[config.mk]
export PLATFORM = sky130hd
export DESIGN_NAME = sound_channel_effects_tick
export DESIGN_NICKNAME = d
export VERILOG_FILES = /design/src/hw/rtl/sce_pkg.sv /design/src/hw/rtl/sce_csr.sv /design/src/hw/rtl/sce_core.sv /design/src/hw/rtl/sound_channel_effects_tick.sv
export SDC_FILE = /design/constraint.sdc
export NUM_CORES = 1
export LEC_CHECK = 0
export BUFFER_PORTS_ARGS = -buffer_cell sky130_fd_sc_hd__buf_2
export CAP_MARGIN = 20
export CORE_MARGIN = 10
export CORE_UTILIZATION = 30
export CTS_BUF_LIST = sky130_fd_sc_hd__clkbuf_8
export DETAILED_ROUTE_END_ITERATION = 8
export PLACE_DENSITY = 0.49
export SLEW_MARGIN = 10
export SYNTH_ARGS = -nofsm -noshare
export SYNTH_HDL_FRONTEND = slang
export SYNTH_SLANG_ARGS = --single-unit
export TNS_END_PERCENT = 1
[constraint.sdc]
create_clock -name clock -period 9.8 [get_ports clock]
set_input_delay 1.96 -clock clock [delete_from_list [all_inputs] [get_ports clock]]
set_output_delay 1.96 -clock clock [all_outputs]
set_load 0.005 [all_outputs]
[src/hw/rtl/sce_pkg.sv]
// Shared types and constants for the channel effects tick block.
// Used by sce_csr, sce_core and sound_channel_effects_tick; no dependencies.
package sce_pkg;

   typedef enum logic [3:0] {
      OP_TICK       = 4'd0,
      OP_NOTE_ON    = 4'd1,
      OP_PERIOD     = 4'd2,
      OP_PITCH_BEND = 4'd3,
      OP_FADE       = 4'd4,
      OP_ARP        = 4'd5,
      OP_SET_VOL    = 4'd6,
      OP_SET_GLIDE  = 4'd7,
      OP_OFF        = 4'd8
   } sce_op_type;

   typedef enum logic [1:0] {
      REG_DETUNE  = 2'd0,
      REG_FLOOR   = 2'd1,
      REG_CEILING = 2'd2
   } sce_reg_type;

   localparam int AddrWidth   = 4;
   localparam int ReqDataBits = 72;
   localparam int RspDataBits = 40;

   localparam logic [14:0] FloorReset   = 15'd0;
   localparam logic [14:0] CeilingReset = 15'd32767;

   localparam logic signed [13:0] OffsetMax = 14'sd4095;
   localparam logic signed [13:0] OffsetMin = -14'sd4095;
   localparam logic [8:0]         VolumeMax = 9'd15;

   typedef struct packed {
      logic signed [7:0] detune;
      logic [14:0]       pitch_floor;
      logic [14:0]       pitch_ceiling;
   } sce_cfg_type;

   typedef struct packed {
      logic [3:0]         opcode;
      logic [6:0]         note;
      logic               has_instrument;
      logic               direction;
      logic [7:0]         wait_req;
      logic [14:0]        rate;
      logic signed [15:0] pitch_step;
      logic [3:0]         arp_length;
      logic [15:0]        arp_pattern;
      logic [3:0]         volume_value;
   } sce_item_type;

   typedef struct packed {
      logic signed [15:0] pitch_out;
      logic signed [12:0] period_offset_out;
      logic [3:0]         volume_out;
      logic [3:0]         arp_out;
      logic               attack;
   } sce_result_type;

endpackage

[src/hw/rtl/sce_csr.sv]
// Configuration registers (detune, pitch floor, pitch ceiling) on an APB-style port.
// Depends on sce_pkg.
module sce_csr (
   input  logic                        clock,
   input  logic                        reset,
   input  logic                        csr_psel,
   input  logic                        csr_penable,
   input  logic                        csr_pwrite,
   input  logic [sce_pkg::AddrWidth-1:0] csr_paddr,
   input  logic [31:0]                 csr_pwdata,
   output logic [31:0]                 csr_prdata,
   output logic                        csr_pready,
   output sce_pkg::sce_cfg_type        cfg
);
   import sce_pkg::*;

   sce_cfg_type cfg_ff, cfg_in;
   logic        wr_en;
   sce_reg_type wr_sel;

   assign csr_pready = 1'b1;
   assign wr_en      = csr_psel && csr_penable && csr_pwrite;
   assign wr_sel     = sce_reg_type'(csr_paddr[3:2]);

   always_comb begin
      cfg_in = cfg_ff;
      if (wr_en) begin
         unique case (wr_sel)
            REG_DETUNE:  cfg_in.detune        = csr_pwdata[7:0];
            REG_FLOOR:   cfg_in.pitch_floor   = csr_pwdata[14:0];
            REG_CEILING: cfg_in.pitch_ceiling = csr_pwdata[14:0];
            default: ;
         endcase
      end
   end

   always_comb begin
      unique case (wr_sel)
         REG_DETUNE:  csr_prdata = {24'd0, cfg_ff.detune};
         REG_FLOOR:   csr_prdata = {17'd0, cfg_ff.pitch_floor};
         REG_CEILING: csr_prdata = {17'd0, cfg_ff.pitch_ceiling};
         default:     csr_prdata = 32'd0;
      endcase
   end

   always_ff @(posedge clock) begin
      if (reset) begin
         cfg_ff.detune        <= 8'sd0;
         cfg_ff.pitch_floor   <= FloorReset;
         cfg_ff.pitch_ceiling <= CeilingReset;
      end else begin
         cfg_ff <= cfg_in;
      end
   end

   assign cfg = cfg_ff;

endmodule

[src/hw/rtl/sce_core.sv]
// Channel effect state and the combinational step for one command or tick.
// Depends on sce_pkg.
module sce_core (
   input  logic                    clock,
   input  logic                    reset,
   input  logic                    fire,
   input  sce_pkg::sce_item_type   item,
   input  sce_pkg::sce_cfg_type    cfg,
   output sce_pkg::sce_result_type result
);
   import sce_pkg::*;

   logic [2:0]         flags_ff, flags_in;
   logic signed [15:0] pitch_ff, pitch_in;
   logic signed [15:0] delta_ff, delta_in;
   logic [7:0]         pwait_ff, pwait_in;
   logic [7:0]         ptimer_ff, ptimer_in;
   logic signed [15:0] low_ff, low_in;
   logic signed [15:0] high_ff, high_in;
   logic [14:0]        glide_ff, glide_in;
   logic [14:0]        prate_ff, prate_in;
   logic [3:0]         pfrac_ff, pfrac_in;
   logic               pdown_ff, pdown_in;
   logic signed [12:0] poff_ff, poff_in;
   logic [14:0]        frate_ff, frate_in;
   logic [6:0]         ffrac_ff, ffrac_in;
   logic               fout_ff, fout_in;
   logic [3:0]         vol_ff, vol_in;
   logic [3:0]         arpv_ff, arpv_in;
   logic [15:0]        arpd_ff, arpd_in;
   logic [3:0]         arpl_ff, arpl_in;
   logic [7:0]         arpw_ff, arpw_in;
   logic [7:0]         arpt_ff, arpt_in;

   logic [15:0]        pacc, facc, arp_sum;
   logic signed [13:0] pstep, psum;
   logic [8:0]         fstep, fsum;
   logic signed [15:0] pnew, floor_s, ceil_s, target_s;
   logic [15:0]        target;
   logic               attack;

   localparam logic [2:0] FlagFade   = 3'b001;
   localparam logic [2:0] FlagPeriod = 3'b010;
   localparam logic [2:0] FlagPitch  = 3'b100;

   assign floor_s  = $signed({1'b0, cfg.pitch_floor});
   assign ceil_s   = $signed({1'b0, cfg.pitch_ceiling});
   assign target   = {1'b0, item.note, 8'd0} + {{8{cfg.detune[7]}}, cfg.detune};
   assign target_s = $signed(target);
   assign pacc     = {1'b0, prate_ff} + {12'd0, pfrac_ff};
   assign pstep    = $signed({2'b00, pacc[15:4]});
   assign facc     = {1'b0, frate_ff} + {9'd0, ffrac_ff};
   assign fstep    = facc[15:7];
   assign arp_sum  = arpd_ff + {12'd0, arpd_ff[15:12]};

   always_comb begin
      flags_in  = flags_ff;
      pitch_in  = pitch_ff;
      delta_in  = delta_ff;
      pwait_in  = pwait_ff;
      ptimer_in = ptimer_ff;
      low_in    = low_ff;
      high_in   = high_ff;
      glide_in  = glide_ff;
      prate_in  = prate_ff;
      pfrac_in  = pfrac_ff;
      pdown_in  = pdown_ff;
      poff_in   = poff_ff;
      frate_in  = frate_ff;
      ffrac_in  = ffrac_ff;
      fout_in   = fout_ff;
      vol_in    = vol_ff;
      arpv_in   = arpv_ff;
      arpd_in   = arpd_ff;
      arpl_in   = arpl_ff;
      arpw_in   = arpw_ff;
      arpt_in   = arpt_ff;
      psum      = 14'sd0;
      fsum      = 9'd0;
      pnew      = pitch_ff;
      attack    = 1'b0;

      unique case (sce_op_type'(item.opcode))
         OP_TICK: begin
            if (!pitch_ff[15]) begin
               if (prate_ff != 15'd0) begin
                  pfrac_in = pacc[3:0];
                  if (!pdown_ff) begin
                     psum    = {poff_ff[12], poff_ff} + pstep;
                     poff_in = (psum > OffsetMax) ? OffsetMax[12:0] : psum[12:0];
                  end else begin
                     psum    = {poff_ff[12], poff_ff} - pstep;
                     poff_in = (psum < OffsetMin) ? OffsetMin[12:0] : psum[12:0];
                  end
               end
               if (delta_ff != 16'sd0) begin
                  if (ptimer_ff != 8'd0) begin
                     ptimer_in = ptimer_ff - 8'd1;
                  end else begin
                     ptimer_in = pwait_ff;
                     pnew      = pitch_ff + delta_ff;
                     if (pnew <= low_ff) begin
                        pnew     = low_ff;
                        low_in   = floor_s;
                        delta_in = 16'sd0;
                     end
                     if (high_ff <= pnew) begin
                        pnew     = high_ff;
                        high_in  = ceil_s;
                        delta_in = 16'sd0;
                     end
                     pitch_in = pnew;
                  end
               end
               if (frate_ff != 15'd0) begin
                  ffrac_in = facc[6:0];
                  if (!fout_ff) begin
                     fsum   = {5'd0, vol_ff} + fstep;
                     vol_in = (fsum > VolumeMax) ? 4'd15 : fsum[3:0];
                  end else begin
                     fsum   = {5'd0, vol_ff} - fstep;
                     vol_in = ({5'd0, vol_ff} <= fstep) ? 4'd0 : fsum[3:0];
                  end
               end
               if (arpd_ff != 16'd0) begin
                  if (arpt_ff != 8'd0) begin
                     arpt_in = arpt_ff - 8'd1;
                  end else begin
                     arpt_in = arpw_ff;
                     arpv_in = arpd_ff[15:12];
                     if (arpl_ff == 4'd4) begin
                        arpd_in = {arpd_ff[11:0], arpd_ff[15:12]};
                     end else if (arpl_ff == 4'd3) begin
                        arpd_in = {arp_sum[11:0], 4'd0};
                     end
                  end
               end
            end
         end
         OP_NOTE_ON: begin
            poff_in  = 13'sd0;
            flags_in = 3'b000;
            if ((flags_ff & FlagFade) == 3'b000) frate_in = 15'd0;
            if ((flags_ff & FlagPeriod) == 3'b000) prate_in = 15'd0;
            if ((flags_ff & FlagPitch) == 3'b000) delta_in = 16'sd0;
            if (!pitch_ff[15] && glide_ff != 15'd0) begin
               if (target != $unsigned(pitch_ff)) begin
                  pwait_in  = 8'd0;
                  ptimer_in = 8'd0;
                  flags_in  = FlagPitch;
                  if (target < $unsigned(pitch_ff)) begin
                     delta_in = -$signed({1'b0, glide_ff});
                     low_in   = target_s;
                     high_in  = ceil_s;
                  end else begin
                     delta_in = $signed({1'b0, glide_ff});
                     low_in   = floor_s;
                     high_in  = target_s;
                  end
               end
               glide_in = 15'd0;
            end else begin
               pitch_in = target_s;
               attack   = item.has_instrument;
            end
         end
         OP_PERIOD: begin
            prate_in = item.rate;
            pfrac_in = 4'd0;
            pdown_in = item.direction;
            flags_in = flags_ff | FlagPeriod;
         end
         OP_PITCH_BEND: begin
            pwait_in  = item.wait_req;
            ptimer_in = 8'd0;
            delta_in  = item.pitch_step;
            flags_in  = flags_ff | FlagPitch;
            low_in    = floor_s;
            high_in   = ceil_s;
         end
         OP_FADE: begin
            frate_in = item.rate;
            ffrac_in = 7'd0;
            fout_in  = item.direction;
            flags_in = flags_ff | FlagFade;
         end
         OP_ARP: begin
            arpw_in = item.wait_req;
            arpt_in = 8'd0;
            arpl_in = item.arp_length;
            arpd_in = item.arp_pattern;
         end
         OP_SET_VOL:   vol_in   = item.volume_value;
         OP_SET_GLIDE: glide_in = item.rate;
         OP_OFF:       pitch_in = -16'sd1;
         default: ;
      endcase
   end

   assign result.pitch_out         = pitch_in;
   assign result.period_offset_out = poff_in;
   assign result.volume_out        = vol_in;
   assign result.arp_out           = arpv_in;
   assign result.attack            = attack;

   always_ff @(posedge clock) begin
      if (reset) begin
         flags_ff  <= 3'b000;
         pitch_ff  <= -16'sd1;
         delta_ff  <= 16'sd0;
         pwait_ff  <= 8'd0;
         ptimer_ff <= 8'd0;
         low_ff    <= $signed({1'b0, FloorReset});
         high_ff   <= $signed({1'b0, CeilingReset});
         glide_ff  <= 15'd0;
         prate_ff  <= 15'd0;
         pfrac_ff  <= 4'd0;
         pdown_ff  <= 1'b0;
         poff_ff   <= 13'sd0;
         frate_ff  <= 15'd0;
         ffrac_ff  <= 7'd0;
         fout_ff   <= 1'b0;
         vol_ff    <= 4'd0;
         arpv_ff   <= 4'd0;
         arpd_ff   <= 16'd0;
         arpl_ff   <= 4'd0;
         arpw_ff   <= 8'd0;
         arpt_ff   <= 8'd0;
      end else if (fire) begin
         flags_ff  <= flags_in;
         pitch_ff  <= pitch_in;
         delta_ff  <= delta_in;
         pwait_ff  <= pwait_in;
         ptimer_ff <= ptimer_in;
         low_ff    <= low_in;
         high_ff   <= high_in;
         glide_ff  <= glide_in;
         prate_ff  <= prate_in;
         pfrac_ff  <= pfrac_in;
         pdown_ff  <= pdown_in;
         poff_ff   <= poff_in;
         frate_ff  <= frate_in;
         ffrac_ff  <= ffrac_in;
         fout_ff   <= fout_in;
         vol_ff    <= vol_in;
         arpv_ff   <= arpv_in;
         arpd_ff   <= arpd_in;
         arpl_ff   <= arpl_in;
         arpw_ff   <= arpw_in;
         arpt_ff   <= arpt_in;
      end
   end

endmodule

[src/hw/rtl/sound_channel_effects_tick.sv]
// Top level of the channel effects tick block: input word register, core, result register.
// Depends on sce_pkg, sce_csr and sce_core.
//
//   port group | direction | carries
//   req_       | in        | one command or tick word per handshake
//   rsp_       | out       | channel state after each word
//   csr_       | in/out    | detune, pitch floor, pitch ceiling
//
// One word per cycle sustained while rsp_ is ready; a result is registered before rsp_.
// The effect state update is a single pass of logic between the input and result registers.
// Synchronous reset; bounds return to the reset floor and ceiling, pitch reads as off.
// A stalled rsp_ holds the result; one more word waits in the input register, then
// req_tready drops until rsp_ drains.
module sound_channel_effects_tick (
   input  logic                          clock,
   input  logic                          reset,
   input  logic                          req_tvalid,
   output logic                          req_tready,
   // note, has_instrument, direction, wait_req, rate, pitch_step, arp_length,
   // arp_pattern, volume_value (lowest first)
   input  logic [sce_pkg::ReqDataBits-1:0] req_tdata,
   // opcode
   input  logic [3:0]                    req_tuser,
   output logic                          rsp_tvalid,
   input  logic                          rsp_tready,
   // pitch_out, period_offset_out, volume_out, arp_out, attack, 2 zero bits (lowest first)
   output logic [sce_pkg::RspDataBits-1:0] rsp_tdata,
   input  logic                          csr_psel,
   input  logic                          csr_penable,
   input  logic                          csr_pwrite,
   input  logic [sce_pkg::AddrWidth-1:0] csr_paddr,
   input  logic [31:0]                   csr_pwdata,
   output logic [31:0]                   csr_prdata,
   output logic                          csr_pready
);
   import sce_pkg::*;

   logic           in_valid_ff;
   sce_item_type   item_ff, item_in;
   logic           out_valid_ff;
   sce_result_type result_ff, result;
   sce_cfg_type    cfg;
   logic           fire;

   assign fire       = in_valid_ff && (!out_valid_ff || rsp_tready);
   assign req_tready = !in_valid_ff || fire;

   assign item_in.opcode         = req_tuser;
   assign item_in.note           = req_tdata[6:0];
   assign item_in.has_instrument = req_tdata[7];
   assign item_in.direction      = req_tdata[8];
   assign item_in.wait_req       = req_tdata[16:9];
   assign item_in.rate           = req_tdata[31:17];
   assign item_in.pitch_step     = req_tdata[47:32];
   assign item_in.arp_length     = req_tdata[51:48];
   assign item_in.arp_pattern    = req_tdata[67:52];
   assign item_in.volume_value   = req_tdata[71:68];

   sce_csr u_csr (
      .clock       (clock),
      .reset       (reset),
      .csr_psel    (csr_psel),
      .csr_penable (csr_penable),
      .csr_pwrite  (csr_pwrite),
      .csr_paddr   (csr_paddr),
      .csr_pwdata  (csr_pwdata),
      .csr_prdata  (csr_prdata),
      .csr_pready  (csr_pready),
      .cfg         (cfg)
   );

   sce_core u_core (
      .clock  (clock),
      .reset  (reset),
      .fire   (fire),
      .item   (item_ff),
      .cfg    (cfg),
      .result (result)
   );

   always_ff @(posedge clock) begin
      if (reset) begin
         in_valid_ff  <= 1'b0;
         out_valid_ff <= 1'b0;
      end else begin
         if (req_tready) in_valid_ff <= req_tvalid;
         if (fire) begin
            out_valid_ff <= 1'b1;
         end else if (rsp_tready) begin
            out_valid_ff <= 1'b0;
         end
      end
   end

   always_ff @(posedge clock) begin
      if (req_tready && req_tvalid) item_ff <= item_in;
      if (fire) result_ff <= result;
   end

   assign rsp_tvalid = out_valid_ff;
   assign rsp_tdata  = {2'b00, result_ff.attack, result_ff.arp_out, result_ff.volume_out,
                        result_ff.period_offset_out, result_ff.pitch_out};

endmodule

* Word level (Yosys, flattened, before mapping)
Cells that the tools add are included.
Operators by class: $add $sub $neg 12, magnitude comparators 7, multiplexer cells 88, bitwise operators 4, reductions and logical operators 53, eq/ne operators 28
Operators with widths (count):
- 2-to-1 mux 16 bit | 38
- case mux 16 bit (3 select lines) | 4
- case mux 15 bit (2 select lines) | 3
- 2-to-1 mux 13 bit | 5
- 2-to-1 mux 8 bit | 8
- 2-to-1 mux 15 bit | 3
- case mux 15 bit (3 select lines) | 1
- nonzero test 15 bit | 3
- 2-to-1 mux 4 bit | 11
- <= comparator 16 bit | 2
- case mux 16 bit (2 select lines) | 1
- case mux 8 bit (2 select lines) | 2
- nonzero test 16 bit | 2
- AND reduction 4 bit | 7
- case mux 13 bit (2 select lines) | 1
- case mux 8 bit (3 select lines) | 1
- == test 4 x 3 -> 1 bit (second input constant) | 5
- != test 2 x 1 -> 1 bit (second input constant) | 10
- AND reduction 6 bit | 3
- adder 15 x 16 -> 16 bit | 1
- adder 15 x 4 -> 16 bit | 1
- adder 15 x 7 -> 16 bit | 1
- adder 16 bit | 1
- less-than comparator 16 bit | 1
- other kinds (39) | 77
Storage, ports and cells: output and inout port bits 75, logic and storage cells 235, bits of input ports 119, register bits after elaboration 352

* Depth between registers and ports, before layout
word-level depth 13, depth in mapped cells 30, mapped depth without buffers 26

* Modules after synthesis
Synthesis repeated with hierarchy kept, for this count alone.
Second synthesis, totals: cells, all modules 2324, area, all modules 20520.9 um^2
Modules (own cells, without submodules):
- sce_core | cells each 1980, area each 14966.9 um^2, sequential area each 3963.8 um^2, times used 1
- sound_channel_effects_tick | cells each 127, area each 3545.9 um^2, sequential area each 3463.3 um^2, times used 1
- sce_csr | cells each 217, area each 2008.2 um^2, sequential area each 760.7 um^2, times used 1

* Worst setup path before layout
OpenSTA, ideal clock, no wires.
path kind register -> register, start point reg u_core.delta_ff[0], end point reg result_ff (netlist bit rsp_tdata[10]), data pin, clock period less this slack 6.265 ns, data required time 9.531 ns, cell stages (with the launch flop) 28, setup slack 3.535 ns, arrival 5.996 ns, setup time 0.269 ns, path buffers 2, path through dfxtp_1 > ha_1 > fa_1 > a211oi_1 > o21a_1 > o211ai_1 > a2111oi_0 > nor2_1 > xnor2_1 > inv_1 > ha_1 > nand4_1 > a211oi_1 > or3_1 > nor4_2 > clkbuf_1 > nor3_1 > or2_2 > ha_1 > nand3_1 > nor4_1 > o21ai_0 > a31oi_1 > clkbuf_1 > o311ai_0 > o21ai_0 > a21o_1 > o21ai_0
RTL lines:
- start, declared | line sce_core.sv:15 | logic signed [15:0] delta_ff, delta_in;
- start signal, assigned | line sce_core.sv:232 | delta_ff <= delta_in;
- end signal, assigned | line sound_channel_effects_tick.sv:97 | if (fire) result_ff <= result;
- end, declared | line sound_channel_effects_tick.sv:41 | sce_result_type result_ff, result;

==> qor.yml <==
status: "completed"
dieArea_mm2: 0.0791
tritoncts: "done"
element_type_at_the_critical_path_end: "flip-flop"
leading_area_contributor_after_synthesis: "sky130_fd_sc_hd__dfxtp_1"
grtUsageMet2_pct: 26.5
rsz0062_at_grt: "false"
worst_slew_pin_tran_ns: 1.10
worstReg2RegEnd: "rsp_tdata[10]"
worst_r2r_startpoint: "u_core.delta_ff[0]"
grt_use_met1_pct: 23.3
power_density_mw_per_mm2: 141
startpoint: "u_core.delta_ff[0]"
layout-drive-gt1-share_pct: 12.8
synth-seq-cells: 352
hpwlAfterDp_um: 50400
remaining_antenna_violation_count_after_routing: 0
die-height_um: 281
maximum_number_of_pins_on_one_net_before_global_route_repair: 77
synth.top_cells.by_count: "sky130_fd_sc_hd__nand2_1 (268), sky130_fd_sc_hd__dfxtp_1 (238), sky130_fd_sc_hd__a21oi_1 (221)"
quantity_of_hold_fixing_buffers_added_after_cts: 0
worst_ir_drop_vdd_mv: 0.0906
synthesis_warnings: 0
post_synth_num_cell_types: 86
hold_violations: 0
design.portCount: 194
finalSetupViolations: 0
cts.reportedPaths.clkPinSlew_ns: 0.06
timing.slew.headroom_pct: 26.1
period_needed_ns: 8.25
p_total_mw: 3.29
clock_skews_ns: 0.0281
required_ns: 10.07
worstSkewPairLatency_ns: 0.63
avgRoutedWirePerCell_um: 20.2
dr.pass1.iters: 6
num_vias: 18200
globalplace.congestion: 0.899
dp.cells: 3272
clockRootBuffer: "sky130_fd_sc_hd__clkbuf_8"
grt_first_pass_wirelength_um: 105000
worstHoldPathCells: 2
number_of_clock_sinks: 352
drt_wl_total_um: 68400
worst-endpoint-arrival_ns: 8.52
synth_area_mm2: 0.0205
cts_made_buffers: 66
crit_path_start_kind: "flip-flop"
synth-async-reset-ratio_pct: 0
global_route_layer_with_the_greatest_usage: "met2"
final_net_count: 2721
cts_htree_levels: 3
synth.most_common_cell: "sky130_fd_sc_hd__nand2_1"
achievable-frequency_mhz: 121
report.final.slew_viol_count: 0
via_per_inst: 5.35
cts-root-to-sink-buffers: 3
timing.hold.worst.start: "u_core.pwait_ff[1]"
min_period_over_period_pct: 84.2
synth_area_leaders: "sky130_fd_sc_hd__dfxtp_1 (23%), sky130_fd_sc_hd__edfxtp_1 (17%), sky130_fd_sc_hd__ha_1 (7.4%)"
total_core_area_mm2: 0.0674
reg2reg_setup_slack_ns: 1.55
use_met3_pct: 2.89
p_leak_nw: 9.22
synthDominantCellAreaShare_pct: 23.3
timing.critical_path.fanout_max: 23
grt_util_all_layers_pct: 16.9
fp.dieW_um: 281
final-instance-count-excl-fill: 3395
globalRouteOverflowTotal: 0
ctsResizeCount: 0
synthCells: 2344
drt_first_iter_violations: 1396
setup.worst_path.class: "reg2reg"
setup_bufs_post_cts: 0
drcViolationCount: 0
fill_cell_instance_count_of_the_final_layout: 6972
synth-seq-area-share_pct: 40.0
initial_antenna_violation_count: 1
hold_class: "reg2reg"
cap_violations: 0
starting_density_pct: 30.4
area.growth.synth_to_final_pct: 14.2
synth-main-ff-cell: "sky130_fd_sc_hd__dfxtp_1"
numPortBuffers: 154
number_of_enable_flip_flop_cells_after_synthesis: 114
setup-tns-final_ns: 0
worst_r2r_path_depth: 26
first_global_vias: 17900
worstHoldEndpoint: "u_core.pwait_ff[1]"
synth.avg_cell_area_um2: 8.73
fp-row-count: 95
[cells by family (layout without fill, tap and decap cells)]
group | after synthesis | count (layout) | synth area share (%)
xor+xnor | 64 | 64 | 2.74
simple gates | 819 | 819 | 19.2
mux | 66 | 66 | 3.26
other cells | 2 | 22 | 0.0367
fa+ha+maj | 130 | 130 | 8.28
buf+inv | 253 | 411 | 5.14
compound gates | 658 | 658 | 21.3
flops | 352 | 352 | 40.0
[flip-flops by register name, indices dropped and copies added, names as in the netlist, 13 cells and up]
name / flops
item_ff: 76
rsp_tdata: 38
u_csr.cfg: 38
u_core.arpd_ff: 16
u_core.delta_ff: 16
u_core.high_ff: 16
u_core.low_ff: 16
u_core.pitch_ff: 16
u_core.frate_ff: 15
u_core.glide_ff: 15
u_core.prate_ff: 15
u_core.poff_ff: 13
[critical path, cell delays in order (launching register included)]
cell,delay (ns)
sky130_fd_sc_hd__dfxtp_1,0.39
sky130_fd_sc_hd__ha_1,0.29
sky130_fd_sc_hd__fa_1,0.44
sky130_fd_sc_hd__a211oi_1,0.30
sky130_fd_sc_hd__o21a_1,0.24
sky130_fd_sc_hd__o211ai_1,0.15
sky130_fd_sc_hd__a2111oi_0,0.49
sky130_fd_sc_hd__nor2_1,0.13
sky130_fd_sc_hd__xnor2_1,0.38
sky130_fd_sc_hd__inv_1,0.09
sky130_fd_sc_hd__ha_1,0.29
sky130_fd_sc_hd__nand4_1,0.19
sky130_fd_sc_hd__a211oi_1,0.11
sky130_fd_sc_hd__or3_1,0.44
sky130_fd_sc_hd__o311ai_2,0.59
sky130_fd_sc_hd__nand2_1,0.58
sky130_fd_sc_hd__a21oi_1,0.43
sky130_fd_sc_hd__ha_1,0.20
sky130_fd_sc_hd__nand2_1,0.09
sky130_fd_sc_hd__nor4_1,0.37
sky130_fd_sc_hd__o21ai_0,0.24
sky130_fd_sc_hd__a31oi_2,0.20
sky130_fd_sc_hd__buf_4,0.28
sky130_fd_sc_hd__o311ai_0,0.17
sky130_fd_sc_hd__o21ai_0,0.41
sky130_fd_sc_hd__a21o_1,0.17
sky130_fd_sc_hd__o21ai_0,0.22
[stage by stage]
stage               hold slack (ns)  util [%]  instance area (µm²)  setup WS, ns
CTS                           0.458      34.6                23300          1.81
floorplan                     0.429         -                20500          3.53
global placement              0.449      32.6                22000          1.87
finish                        0.457      34.7                23400          1.55
detailed placement            0.449      32.7                22000          1.88
global route                  0.478      34.7                23400          1.24
[how the worst max path moves through the flow]
| stage | end | slack [ns] | cells past startpoint |
|---|---|---|---|
| after global placement | rsp_tdata[10] | 1.87 | 26 |
| final | rsp_tdata[10] | 1.55 | 26 |
| after detailed placement | rsp_tdata[10] | 1.88 | 26 |
| after floorplan | rsp_tdata[10] | 3.53 | 27 |
| after CTS | rsp_tdata[10] | 1.81 | 24 |
| after global routing | rsp_tdata[10] | 1.24 | 24 |
[power breakdown]
part           internal, mW  switching [mW]  leakage, nW  total, mW
Sequential             1.55          0.0308         3.01       1.58
Combinational         0.101           0.195         5.47      0.296
Clock                 0.778           0.645        0.738       1.42
[layout by cell type (no fill, tap or decap), drive strengths merged, types with 29 or more instances in the layout]
cell type / instances
a211oi: 30
a21oi: 221
a22o: 29
buf: 189
clkbuf: 75
dfxtp: 238
edfxtp: 114
ha: 121
inv: 125
mux2i: 60
nand2: 268
nand3: 84
nor2: 178
nor3: 67
nor4: 48
o211ai: 42
o21ai: 104
xnor2: 40
[routing by layer]
metal / routed length, µm / vias up
met5: 0 / -
met4: 1590 / 0
met3: 4110 / 102
met2: 30200 / 575
met1: 32500 / 8637
li1: - / 8836
[area by class of cell]
cell class / count / area [µm²] / area share, %
diodes: 2 / 5.00 / 0.0214
clock buffers: 75 / 1030 / 4.42
clock inverters: 41 / 260 / 1.11
inverters: 106 / 399 / 1.71
multi-input cells: 1757 / 11300 / 48.5
flip-flops and latches: 352 / 8190 / 35.0
well taps: 873 / 1090 / 4.67
repair buffers: 189 / 1060 / 4.56
No activity file was read; power rests on OpenSTA's default activity.
